===== src/sv/ifds_pkg.sv =====
// Shared types, constants and calibration table for the IMU frame decoder.
package ifds_pkg;

  localparam int MAX_IMUS    = 32;
  localparam int REC_W       = $clog2(MAX_IMUS);
  localparam int WORDS       = 9;
  localparam int WORD_IDX_W  = $clog2(WORDS);
  localparam int QUEUE_DEPTH = 2;
  localparam int CAL_IMUS    = 17;
  localparam int CAL_ENTRIES = CAL_IMUS * 3;

  localparam int IMU_COUNT_W = 6;
  localparam int REC_BYTES_W = 7;
  localparam int SCALE_W     = 24;
  localparam int CFG_IDX_W   = 3;
  localparam int CFG_DATA_W  = 24;

  localparam logic [CFG_IDX_W-1:0] REG_IMU_COUNT    = 3'd0;
  localparam logic [CFG_IDX_W-1:0] REG_RECORD_BYTES = 3'd1;
  localparam logic [CFG_IDX_W-1:0] REG_ACC_SCALE    = 3'd2;
  localparam logic [CFG_IDX_W-1:0] REG_GYRO_SCALE   = 3'd3;
  localparam logic [CFG_IDX_W-1:0] REG_MAG_SCALE    = 3'd4;

  localparam logic [IMU_COUNT_W-1:0] IMU_COUNT_RST    = 6'd17;
  localparam logic [REC_BYTES_W-1:0] RECORD_BYTES_RST = 7'd19;
  localparam logic [SCALE_W-1:0]     ACC_SCALE_RST    = 24'd2048;
  localparam logic [SCALE_W-1:0]     GYRO_SCALE_RST   = 24'd1024033;
  localparam logic [SCALE_W-1:0]     MAG_SCALE_RST    = 24'd2457862;

  localparam logic [REC_BYTES_W-1:0] REC_BYTES_MIN = 7'd19;
  localparam logic [REC_BYTES_W-1:0] REC_BYTES_MAX = 7'd64;
  localparam logic [5:0]             LAST_DATA_POS = 6'd18;

  localparam logic [1:0] KIND_ACC  = 2'd0;
  localparam logic [1:0] KIND_GYRO = 2'd1;
  localparam logic [1:0] KIND_MAG  = 2'd2;

  localparam logic [7:0] CAL_TABLE [CAL_ENTRIES] = '{
    8'd181, 8'd181, 8'd169, 8'd174, 8'd175, 8'd163, 8'd175, 8'd174, 8'd163,
    8'd176, 8'd179, 8'd166, 8'd181, 8'd183, 8'd170, 8'd177, 8'd178, 8'd166,
    8'd170, 8'd173, 8'd159, 8'd170, 8'd172, 8'd159, 8'd177, 8'd178, 8'd167,
    8'd176, 8'd178, 8'd166, 8'd177, 8'd177, 8'd165, 8'd176, 8'd177, 8'd164,
    8'd179, 8'd179, 8'd168, 8'd174, 8'd174, 8'd162, 8'd182, 8'd183, 8'd170,
    8'd171, 8'd169, 8'd158, 8'd178, 8'd180, 8'd168
  };

  typedef struct packed {
    logic [IMU_COUNT_W-1:0] imu_count;
    logic [REC_BYTES_W-1:0] record_bytes;
  } frame_cfg_t;

  typedef struct packed {
    logic [SCALE_W-1:0] acc_scale;
    logic [SCALE_W-1:0] gyro_scale;
    logic [SCALE_W-1:0] mag_scale;
  } scale_cfg_t;

  typedef struct packed {
    logic [REC_W-1:0]          rec;
    logic                      last;
    logic                      capture;
    logic [WORDS-1:0][15:0]    raw;
  } job_t;

  // Magnetometer calibration byte for one IMU and axis; 128 past the table.
  function automatic logic [7:0] cal_byte(input logic [REC_W-1:0] rec,
                                          input logic [1:0] axis);
    logic [REC_W+1:0] idx;
    logic [7:0]       c;
    idx = (REC_W+2)'(rec) * (REC_W+2)'(3) + (REC_W+2)'(axis);
    c = 8'd128;
    if (idx < (REC_W+2)'(CAL_ENTRIES)) begin
      c = CAL_TABLE[idx[$clog2(CAL_ENTRIES)-1:0]];
    end
    return c;
  endfunction

endpackage


===== src/sv/ifds_queue.sv =====
// Short job queue between front end and back end.
module ifds_queue (
  input  logic            clk,
  input  logic            rst,
  input  logic            push,
  input  ifds_pkg::job_t  push_job,
  output logic            full,
  input  logic            pop,
  output logic            q_valid,
  output ifds_pkg::job_t  pop_job
);

  localparam int PTR_W = (ifds_pkg::QUEUE_DEPTH > 1) ? $clog2(ifds_pkg::QUEUE_DEPTH) : 1;
  localparam int CNT_W = $clog2(ifds_pkg::QUEUE_DEPTH + 1);

  ifds_pkg::job_t   slots [ifds_pkg::QUEUE_DEPTH];
  logic [PTR_W-1:0] wr_ptr;
  logic [PTR_W-1:0] rd_ptr;
  logic [CNT_W-1:0] fill;

  assign full    = fill == CNT_W'(ifds_pkg::QUEUE_DEPTH);
  assign q_valid = fill != '0;
  assign pop_job = slots[rd_ptr];

  always_ff @(posedge clk) begin
    if (push) begin
      slots[wr_ptr] <= push_job;
    end
  end

  always_ff @(posedge clk) begin
    if (rst) begin
      wr_ptr <= '0;
      rd_ptr <= '0;
      fill   <= '0;
    end else begin
      if (push) begin
        wr_ptr <= (wr_ptr == PTR_W'(ifds_pkg::QUEUE_DEPTH - 1)) ? '0 : wr_ptr + PTR_W'(1);
      end
      if (pop) begin
        rd_ptr <= (rd_ptr == PTR_W'(ifds_pkg::QUEUE_DEPTH - 1)) ? '0 : rd_ptr + PTR_W'(1);
      end
      if (push && !pop) begin
        fill <= fill + CNT_W'(1);
      end else if (pop && !push) begin
        fill <= fill - CNT_W'(1);
      end
    end
  end

endmodule


===== config.mk =====
export PLATFORM = sky130hd
export DESIGN_NAME = ifds_queue
export DESIGN_NICKNAME = d
export VERILOG_FILES = /design/src/sv/ifds_pkg.sv /design/src/sv/ifds_queue.sv
export SDC_FILE = /design/constraint.sdc
export NUM_CORES = 1
export LEC_CHECK = 0
export ABC_AREA = 1
export BUFFER_PORTS_ARGS = -buffer_cell sky130_fd_sc_hd__buf_2
export CELL_PAD_IN_SITES_DETAIL_PLACEMENT = 1
export CELL_PAD_IN_SITES_GLOBAL_PLACEMENT = 2
export CORE_ASPECT_RATIO = 0.6
export CORE_MARGIN = 1.5
export CORE_UTILIZATION = 43
export CTS_BUF_LIST = sky130_fd_sc_hd__clkbuf_8
export DETAILED_ROUTE_END_ITERATION = 6
export GPL_TIMING_DRIVEN = 0
export PLACE_DENSITY = 0.84
export REMOVE_ABC_BUFFERS = 1
export SYNTH_ARGS = -nofsm -noshare
export SYNTH_HDL_FRONTEND = slang
export SYNTH_SLANG_ARGS = --single-unit
export TNS_END_PERCENT = 50

===== constraint.sdc =====
create_clock -name clk -period 15.25 [get_ports clk]
set_input_delay 0.7625 -clock clk [delete_from_list [all_inputs] [get_ports clk]]
set_output_delay 0.7625 -clock clk [all_outputs]
set_load 0.02 [all_outputs]

==> impl_metrics.env <==
export IMPL_outcome="finished clean"
export IMPL_worst_path_max_delay_cell="dfxtp_4"
export IMPL_gr_total_overflow=0
export IMPL_synthTopCellsByArea="edfxtp_1, mux2_4, mux2_2"
export IMPL_clk_insertion_delay_late_ns=0.55
export IMPL_crit_type="reg -> out"
export IMPL_vdd_drop_max_mv=0.0844
export IMPL_routed_wirelength_um=24600
export IMPL_drc=0
export IMPL_hp_class="in -> reg"
export IMPL_ant_nets=0
export IMPL_initial_utilization=0.437
export IMPL_met3_length_um=2470
export IMPL_rr_worst_depth=3
export IMPL_drv_cap=0
export IMPL_antenna_found_initial=4
export IMPL_firstDrtPassIters=4
export IMPL_synth_cells=503
export IMPL_fmax_mhz=314
export IMPL_core_sq_um=26300
export IMPL_grt_max_degree=88
export IMPL_skew_ns=0.00918
export IMPL_gp_congestion=0.719
export IMPL_grt_first_pass_wirelength_um=36400
export IMPL_cts_resized_gates=0
export IMPL_yosys_area_top_type="edfxtp_1"
export IMPL_period_share=0.209
export IMPL_multi_input_area_sq_um=2140
export IMPL_crit_buf_inv=2
export IMPL_regArea_sq_um=9170
export IMPL_netlist_area_sq_um=11500
export IMPL_slowest_delay_ns=0.91
export IMPL_cts_root_buf="clkbuf_8"
export IMPL_drive_gt1_frac=0.592
export IMPL_die_area_sq_um=27700
export IMPL_r2r_slack_ns=13.46
export IMPL_port_buffers=307
export IMPL_max_slew_worst_pin_slew_ns=0.856
export IMPL_numCtsBuffers=47
export IMPL_r2r_end="slots[1][69]"
export IMPL_critPathMaxFanout=54
export IMPL_grt_usage=0.174
export IMPL_vias=5842
export IMPL_top_layer="met5"
export IMPL_powerDensity_nw_per_um2=128
export IMPL_crit_chain="buf_16 -> mux2_2 -> buf_2"
export IMPL_cp_depth=3
export IMPL_syn_avg_cell_area_sq_um=22.8
export IMPL_post_cts_buffers=0
export IMPL_clk_path_buf_depth=3
export IMPL_ys_types=16
export IMPL_grt_pass1_vias=6326
export IMPL_critPathRequiredTime_ns=14.49
export IMPL_viasPerCell=4.70
export IMPL_netlist_area_leader_share=0.789
export IMPL_post_drt_wl_per_cell_um=19.7
export IMPL_layout_common_cells="buf_2, edfxtp_1, mux2_4"
export IMPL_endpoint_kind="output port"
export IMPL_route_met2_wl_um=11800
export IMPL_critPathArrivalTime_ns=2.43
export IMPL_nFillCells=2485
export IMPL_max_slew_margin=0.429
export IMPL_r2r_start="wr_ptr"
export IMPL_ys_seq_area_frac=0.798
export IMPL_synth_seq_cells=307
export IMPL_path_clk_slew_ns=0.07
export IMPL_leakage_nw=5.66
export IMPL_drv_slew=0
export IMPL_dp_hpwl_um=16700
export IMPL_layout_cells_non_filler=1244
export IMPL_clkSinkCount=307
export IMPL_cts_htree_levels=2
export IMPL_met1_length_um=9910
export IMPL_final_nets=1007
export IMPL_row_count=46
export IMPL_fin_tns_setup_ns=0
export IMPL_final_common_cell="buf_2"
export IMPL_cp_start_kind="flip-flop"
export IMPL_cts_hold_buf=0
export IMPL_dp_cells=1162
export IMPL_die_w_um=214
export IMPL_cts_tree="done"
export IMPL_area_growth_pct=25.0
export IMPL_ios=308
export IMPL_endpoint="pop_job[134]"
export IMPL_fin_crit_ns=3.19
export IMPL_hold_viol=0
export IMPL_crit_family="flip-flops"
export IMPL_yosys_warnings=0
export IMPL_rsz0062_at_grt="false"
export IMPL_setup_violations_final=0
export IMPL_die_height_um=130
export IMPL_initialDrtViolationCount=232
-- through the flow --
step	hold slack, ns	utilization	setup WS, ns	total power [mW]	cell area [sq um]
3_5_place_dp	0.514	0.515	12.58	1.26	13600
4_1_cts	0.336	0.546	11.96	1.87	14400
3_3_place_gp	0.496	0.506	3.48	1.28	13300
5_1_grt	0.337	0.546	11.89	1.91	14400
6_report	0.397	0.546	12.06	1.83	14400
2_1_floorplan	0.480	-	7.47	1.18	11300
-- logic make-up after synthesis --
| family | after synthesis | synth area share |
|---|---|---|
| adders and majority gates | 1 | 0.00109 |
| and+or+nand+nor | 15 | 0.00534 |
| xor gates and xnor gates | 1 | 0.000763 |
| DFF | 307 | 0.798 |
| muxes | 151 | 0.177 |
| buffers and inverters | 26 | 0.0163 |
| AOI/OAI and AO/OA | 2 | 0.000871 |
-- area by class of cell --
cell class | instances | area share
clock buffers | 49 | 0.0470
well taps | 360 | 0.0314
inverters | 9 | 0.00288
multi-input cells | 170 | 0.149
clock inverters | 32 | 0.00871
flip-flops and latches | 307 | 0.639
repair buffers | 316 | 0.122
diodes | 1 | 0.000174
-- worst min path at each step --
stage                        end    startpoint  cells past startpoint
floorplan              flip-flop        rd_ptr                      2
global placement          rd_ptr        rd_ptr                      2
detailed placement     flip-flop        rd_ptr                      2
CTS                 slots[1][37]  push_job[37]                      1
global route        slots[0][52]  push_job[52]                      1
finish               slots[0][2]   push_job[2]                      1
-- registers in the layout (all words and copies together) (netlist names), named ones only --
signal  flops
rd_ptr      1
wr_ptr      1
fill        2
slots     302
-- where the power goes --
| part | leakage, nW | total (mW) | internal [mW] | switching [mW] |
|---|---|---|---|---|
| combinational | 2.30 | 0.244 | 0.108 | 0.136 |
| sequential | 2.88 | 0.995 | 0.978 | 0.0174 |
| clock | 0.483 | 0.596 | 0.295 | 0.301 |
-- worst register-to-register path: stages (launching register included) --
cell	delay [ns]
dfxtp_1	0.39
nand2_1	0.16
inv_8	0.36
buf_16	0.43
-- layer usage --
layer	GRT usage	vias up
li1	-	2690
met1	0.213	2902
met2	0.281	213
met3	0.0800	33
met4	0.0505	4
met5	0	-
-- Yosys cell counts --
| library cell | count |
|---|---|
| a21oi_1 | 1 |
| buf_2 | 6 |
| buf_6 | 11 |
| dfxtp_1 | 5 |
| edfxtp_1 | 302 |
| ha_1 | 1 |
| inv_1 | 9 |
| mux2_2 | 61 |
| mux2_4 | 90 |
| nand2_1 | 6 |
| nand3_1 | 1 |
| nand4_1 | 1 |
| nor2_1 | 6 |
| nor3_1 | 1 |
| o21ai_0 | 1 |
| xnor2_1 | 1 |
Power figures use the tool's default switching activity.
