`config.mk`:
```
export PLATFORM = sky130hd
export DESIGN_NAME = ifds_front_flat
export DESIGN_NICKNAME = d
export VERILOG_FILES = /design/src/sv/ifds_pkg.sv /design/src/sv/ifds_in_if.sv /design/src/sv/ifds_front.sv /design/src/flat_wrapper.sv
export SDC_FILE = /design/constraint.sdc
export NUM_CORES = 1
export LEC_CHECK = 0
export BUFFER_PORTS_ARGS = -buffer_cell sky130_fd_sc_hd__buf_2
export CORE_ASPECT_RATIO = 0.8
export CORE_MARGIN = 4
export CORE_UTILIZATION = 47
export DETAILED_ROUTE_END_ITERATION = 16
export GPL_TIMING_DRIVEN = 0
export PLACE_DENSITY = 0.78
export REMOVE_ABC_BUFFERS = 1
export SYNTH_ARGS = -nofsm -noshare
export SYNTH_HDL_FRONTEND = slang
export SYNTH_SLANG_ARGS = --single-unit
export TNS_END_PERCENT = 1
```
`constraint.sdc`:
```
create_clock -name clk -period 3.22 [get_ports clk]
set_input_delay 0.644 -clock clk [delete_from_list [all_inputs] [get_ports clk]]
set_output_delay 0.644 -clock clk [all_outputs]
set_load 0.1 [all_outputs]
```
`src/sv/ifds_pkg.sv`:
```
// Shared types, constants and calibration table for the IMU frame decoder.
package ifds_pkg;

  localparam int MAX_IMUS    = 32;
  localparam int REC_W       = $clog2(MAX_IMUS);
  localparam int WORDS       = 9;
  localparam int WORD_IDX_W  = $clog2(WORDS);
  localparam int QUEUE_DEPTH = 2;
  localparam int CAL_IMUS    = 17;
  localparam int CAL_ENTRIES = CAL_IMUS * 3;

  localparam int IMU_COUNT_W = 6;
  localparam int REC_BYTES_W = 7;
  localparam int SCALE_W     = 24;
  localparam int CFG_IDX_W   = 3;
  localparam int CFG_DATA_W  = 24;

  localparam logic [CFG_IDX_W-1:0] REG_IMU_COUNT    = 3'd0;
  localparam logic [CFG_IDX_W-1:0] REG_RECORD_BYTES = 3'd1;
  localparam logic [CFG_IDX_W-1:0] REG_ACC_SCALE    = 3'd2;
  localparam logic [CFG_IDX_W-1:0] REG_GYRO_SCALE   = 3'd3;
  localparam logic [CFG_IDX_W-1:0] REG_MAG_SCALE    = 3'd4;

  localparam logic [IMU_COUNT_W-1:0] IMU_COUNT_RST    = 6'd17;
  localparam logic [REC_BYTES_W-1:0] RECORD_BYTES_RST = 7'd19;
  localparam logic [SCALE_W-1:0]     ACC_SCALE_RST    = 24'd2048;
  localparam logic [SCALE_W-1:0]     GYRO_SCALE_RST   = 24'd1024033;
  localparam logic [SCALE_W-1:0]     MAG_SCALE_RST    = 24'd2457862;

  localparam logic [REC_BYTES_W-1:0] REC_BYTES_MIN = 7'd19;
  localparam logic [REC_BYTES_W-1:0] REC_BYTES_MAX = 7'd64;
  localparam logic [5:0]             LAST_DATA_POS = 6'd18;

  localparam logic [1:0] KIND_ACC  = 2'd0;
  localparam logic [1:0] KIND_GYRO = 2'd1;
  localparam logic [1:0] KIND_MAG  = 2'd2;

  localparam logic [7:0] CAL_TABLE [CAL_ENTRIES] = '{
    8'd181, 8'd181, 8'd169, 8'd174, 8'd175, 8'd163, 8'd175, 8'd174, 8'd163,
    8'd176, 8'd179, 8'd166, 8'd181, 8'd183, 8'd170, 8'd177, 8'd178, 8'd166,
    8'd170, 8'd173, 8'd159, 8'd170, 8'd172, 8'd159, 8'd177, 8'd178, 8'd167,
    8'd176, 8'd178, 8'd166, 8'd177, 8'd177, 8'd165, 8'd176, 8'd177, 8'd164,
    8'd179, 8'd179, 8'd168, 8'd174, 8'd174, 8'd162, 8'd182, 8'd183, 8'd170,
    8'd171, 8'd169, 8'd158, 8'd178, 8'd180, 8'd168
  };

  typedef struct packed {
    logic [IMU_COUNT_W-1:0] imu_count;
    logic [REC_BYTES_W-1:0] record_bytes;
  } frame_cfg_t;

  typedef struct packed {
    logic [SCALE_W-1:0] acc_scale;
    logic [SCALE_W-1:0] gyro_scale;
    logic [SCALE_W-1:0] mag_scale;
  } scale_cfg_t;

  typedef struct packed {
    logic [REC_W-1:0]          rec;
    logic                      last;
    logic                      capture;
    logic [WORDS-1:0][15:0]    raw;
  } job_t;

  // Magnetometer calibration byte for one IMU and axis; 128 past the table.
  function automatic logic [7:0] cal_byte(input logic [REC_W-1:0] rec,
                                          input logic [1:0] axis);
    logic [REC_W+1:0] idx;
    logic [7:0]       c;
    idx = (REC_W+2)'(rec) * (REC_W+2)'(3) + (REC_W+2)'(axis);
    c = 8'd128;
    if (idx < (REC_W+2)'(CAL_ENTRIES)) begin
      c = CAL_TABLE[idx[$clog2(CAL_ENTRIES)-1:0]];
    end
    return c;
  endfunction

endpackage

```
`src/sv/ifds_in_if.sv`:
```
// Byte input channel: valid/ready with received byte and frame marker.
interface ifds_in_if;
  logic       valid;
  logic       ready;
  logic [7:0] rx_byte;
  logic       frame_start;

  modport source (output valid, output rx_byte, output frame_start, input ready);
  modport sink   (input valid, input rx_byte, input frame_start, output ready);
endinterface

```
`src/sv/ifds_front.sv`:
```
// Front end: byte/record counting, word assembly and record job creation.
module ifds_front (
  input  logic                  clk,
  input  logic                  rst,
  ifds_in_if.sink               rx,
  input  ifds_pkg::frame_cfg_t  fcfg,
  input  logic                  q_full,
  output logic                  q_push,
  output ifds_pkg::job_t        q_job
);

  logic [5:0]                         byte_position;
  logic [ifds_pkg::REC_W-1:0]         record_position;
  logic [7:0]                         high_byte_hold;
  logic [ifds_pkg::WORDS-1:0][15:0]   raw_words;
  logic                               bias_ready;

  logic [ifds_pkg::IMU_COUNT_W-1:0]   count;
  logic [ifds_pkg::REC_W-1:0]         cnt_last;
  logic [ifds_pkg::REC_BYTES_W-1:0]   rlen;
  logic [5:0]                         pos;
  logic [ifds_pkg::REC_W-1:0]         rec;
  logic                               last;
  logic                               xfer;
  logic [ifds_pkg::WORD_IDX_W-1:0]    widx;
  logic [15:0]                        word;
  logic [6:0]                         pos_inc;

  always_comb begin
    count = fcfg.imu_count;
    if (fcfg.imu_count == '0) begin
      count = ifds_pkg::IMU_COUNT_W'(1);
    end else if (fcfg.imu_count > ifds_pkg::IMU_COUNT_W'(ifds_pkg::MAX_IMUS)) begin
      count = ifds_pkg::IMU_COUNT_W'(ifds_pkg::MAX_IMUS);
    end
    cnt_last = ifds_pkg::REC_W'(count - ifds_pkg::IMU_COUNT_W'(1));
    rlen = fcfg.record_bytes;
    if (fcfg.record_bytes < ifds_pkg::REC_BYTES_MIN) begin
      rlen = ifds_pkg::REC_BYTES_MIN;
    end else if (fcfg.record_bytes > ifds_pkg::REC_BYTES_MAX) begin
      rlen = ifds_pkg::REC_BYTES_MAX;
    end
    pos     = rx.frame_start ? '0 : byte_position;
    rec     = rx.frame_start ? '0 : record_position;
    last    = rec >= cnt_last;
    pos_inc = {1'b0, pos} + 7'd1;
    widx    = ifds_pkg::WORD_IDX_W'(pos[4:1] - 4'd1);
    word    = {high_byte_hold, rx.rx_byte};
  end

  assign rx.ready = !q_full || (byte_position != ifds_pkg::LAST_DATA_POS);
  assign xfer     = rx.valid && rx.ready;
  assign q_push   = xfer && (pos == ifds_pkg::LAST_DATA_POS);

  always_comb begin
    q_job.rec     = rec;
    q_job.last    = last;
    q_job.capture = !bias_ready;
    q_job.raw     = raw_words;
    q_job.raw[ifds_pkg::WORDS-1] = word;
  end

  always_ff @(posedge clk) begin
    if (rst) begin
      byte_position   <= '0;
      record_position <= '0;
      high_byte_hold  <= '0;
      raw_words       <= '0;
      bias_ready      <= 1'b0;
    end else if (xfer) begin
      if (pos >= 6'd1 && pos <= ifds_pkg::LAST_DATA_POS) begin
        if (pos[0]) begin
          high_byte_hold <= rx.rx_byte;
        end else begin
          raw_words[widx] <= word;
        end
      end
      if (q_push && last) begin
        bias_ready <= 1'b1;
      end
      if (pos_inc >= rlen) begin
        byte_position   <= '0;
        record_position <= last ? '0 : rec + ifds_pkg::REC_W'(1);
      end else begin
        byte_position   <= pos_inc[5:0];
        record_position <= rec;
      end
    end
  end

endmodule

```
`src/flat_wrapper.sv`:
```
// flat-port wrapper written by rule: the top's interface ports become plain ports
module ifds_front_flat 
  (clk, rst, fcfg, q_full, q_push, q_job, rx_valid, rx_rx_byte, rx_frame_start, rx_ready);
  ifds_in_if rx_i ();
  input  logic clk;
  input  logic rst;
  input  ifds_pkg::frame_cfg_t fcfg;
  input  logic q_full;
  output logic q_push;
  output ifds_pkg::job_t q_job;
  input wire logic [$bits(rx_i.valid)-1:0] rx_valid;
  input wire logic [$bits(rx_i.rx_byte)-1:0] rx_rx_byte;
  input wire logic [$bits(rx_i.frame_start)-1:0] rx_frame_start;
  output wire logic [$bits(rx_i.ready)-1:0] rx_ready;
  assign rx_i.valid = rx_valid;
  assign rx_i.rx_byte = rx_rx_byte;
  assign rx_i.frame_start = rx_frame_start;
  assign rx_ready = rx_i.ready;
  ifds_front u_core (.clk(clk), .rst(rst), .rx(rx_i), .fcfg(fcfg), .q_full(q_full), .q_push(q_push), .q_job(q_job));
endmodule
```
==> metrics.cfg <==
[yosys]
synth_ff_type=dfxtp_1
syn_avg_cell_area_sq_um=8.69
synth_edf_count=0
async_flop_share_pct=0
syn_area_sq_um=6270
synth_top_cell_area_share_pct=47.2
synth_top_area_cell=dfxtp_1
yosysSeqAreaShare_pct=47.2
ys_seq_elements=148
yosys_warnings=0
synth_cell_types=50
synthTopCellsByArea=dfxtp_1 (47%), mux2i_1 (11%), nand2_1 (8.6%)
synthCells=722

[worst_setup_path]
critPathMaxFanout=6
cp-end-kind=output port
critical_path_required_ns=2.58
worstPathArrival_ns=2.56
start_kind=input pin
crit_type=input pin to output port

[cts]
clk_path_buf_depth=2
cts.sinks=148
root_buffer=clkbuf_16
cts_made_buffers=17
cts_tree=yes
h-tree-depth=4
path_clk_slew_ns=0.06
clk-insertion-delay-late_ns=0.41
cts_hold_buf=0

[floorplanning]
ios=179
start_util_pct=48.4
die-width_um=137
coreArea_sq_um=13000
floorplan.die_area_sq_um=15300
num_rows=37
die_height_um=111

[final_layout]
drive_gt1_share_pct=27.0
final_nets=899
synthToLayoutAreaGrowth_pct=24.1
fin_area_sq_um=7790
antenna_cells=0
finish.utilization_pct=60.1
final_cells=1043

[detailed_routing]
final_antenna_net_count=0
finalWirelength_mm=16.9
routedWlPerCell_um=16.2
firstDrtPassIters=6
drt_iter0_drc=390
num_vias=5396
drc=0
vias_per_cell=5.17

[timing]
finClkSkew_ns=0.00972
post-route-min-period_ns=3.20
rsz0062_at_grt=yes
final-setup-viol-count=0
drv_slew=0
postLayoutSetupSlackWorst_ns=0.0162
hold_viol_final=0
relSlewSlack_pct=15.9
fmax_ghz=0.312
worst_slew_pin_slew_ns=1.26
fin_crit_sh_pct=99.5

[global_route]
globalRoute.totalOverflow=0
grt_max_degree=79
antenna_found_initial=0
grt_pass1_vias=5062
grt_pass1_wl_mm=26.7
grtUsageTotal_pct=21.9

[placement]
dp.cells=1011
gp_congestion=0.880
place_area_sq_um=7090
place_ws_ns=-0.785
portBuffers=178
hpwl_mm=11.4

[status]
outcome=finished clean

[hold_path]
hold_path.class=register to register

[power_and_ir_drop]
total_leakage_power_nw=3.53
pwr_density_cell_nw_per_um2=527
ir_drop_mv=0.348

[run]
drv_cap=0

-- timing repair --
action | in CTS | in global routing
gates resized for setup | 9 | 10
buffers inserted | 0 | 0
setup endpoints to repair | 29 | 65
cloned | 0 | 0
pin swaps | 1 | 0
-- power by group --
group | switching [mW] | total, mW | internal, mW
clock network | 0.854 | 2.04 | 1.18
registers | 0.00958 | 1.84 | 1.83
logic | 0.168 | 0.225 | 0.0565
-- per-stage QoR --
stage / total power [mW] / TNS, ns / hold slack, ns
finish: 4.11 / 0 / 0.448
global route: 4.24 / -0.921 / 0.462
CTS: 4.13 / 0 / 0.448
detailed placement: 2.10 / -31.75 / 0.441
global placement: 2.09 / -40.04 / 0.435
floorplan: 1.96 / -10.53 / 0.437
-- routing by layer --
layer  part of all wire, %  track usage [%]
met4                   1.5             7.25
met3                   7.5             5.56
met1                    45             30.6
met5                     0                0
met2                    46             33.1
-- flip-flops by register name, summed over array words and instances (netlist names) --
name / count
u_core.record_position: 5
u_core.bias_ready: 1
u_core.q_job: 128
u_core.high_byte_hold: 8
u_core.byte_position: 6
-- cell usage in the layout, fill, tap and decap left out, types with 3 or more instances in the layout --
master,instances
nand2_1,143
inv_8,4
nand4_1,3
nor2b_1,8
a22oi_1,4
inv_6,6
dfxtp_1,146
nor2_1,101
ha_1,18
a21oi_1,72
inv_1,7
mux2i_1,72
buf_2,175
clkbuf_16,17
xor2_1,3
nand2b_1,6
nand3_1,9
o21ai_0,7
or3_1,4
a211oi_1,3
xnor2_1,3
a31oi_1,3
nor3_4,5
-- Yosys cell counts, types with 3 or more instances --
cell / number
a211oi_1: 3
xor2_1: 3
mux2i_1: 72
a22oi_1: 4
xnor2_1: 3
dfxtp_1: 148
buf_6: 3
a31oi_1: 3
nand3_1: 9
nand2_1: 143
nor2b_1: 8
clkbuf_1: 31
or3_1: 5
nor2_1: 101
ha_1: 18
a21oi_1: 72
nand2b_1: 7
buf_4: 11
buf_2: 20
inv_1: 8
o21ai_0: 8
nand4_1: 3
nor3_2: 4
-- area by class of cell --
cell class	count	area, sq um
fillers	1101	5170
multi-input cells	500	3010
flip-flops and latches	148	2970
repair buffers	180	948
clock buffers	17	425
well taps	175	219
clock inverters	15	186
inverters	8	30.0
-- critical path, cell delays in order --
cell and delay (ns):
buf_2 0.11, nor4_1 0.26, o21ai_1 0.13, ha_1 0.24, xnor2_1 0.18, ha_1 0.27
a21o_1 0.16, a31oi_1 0.21, o21ai_2 0.16, buf_8 0.20
-- logic make-up (layout without fill, tap and decap cells) --
| group | count (synthesis) | in the layout | share of synthesized area [%] |
|---|---|---|---|
| and+or+nand+nor | 299 | 299 | 21.4 |
| DFF | 148 | 148 | 47.2 |
| AOI/OAI and AO/OA | 105 | 105 | 9.65 |
| buffers and inverters | 74 | 220 | 5.84 |
| muxes | 72 | 72 | 11.5 |
| adders and majority gates | 18 | 18 | 3.59 |
| xor gates and xnor gates | 6 | 6 | 0.838 |
-- worst paths after layout --
check                          startpoint                   endpoint  slack (ns)  cells past startpoint
setup reg to reg  u_core.byte_position[1]  u_core.record_position[1]        0.07                     13
hold / removal            u_core.q_job[7]            u_core.q_job[7]        0.45                      2
setup / recovery                  fcfg[8]                 q_job[145]        0.02                     10
hold reg to reg           u_core.q_job[7]            u_core.q_job[7]        0.45                      2
Power figures use the tool's default switching activity.
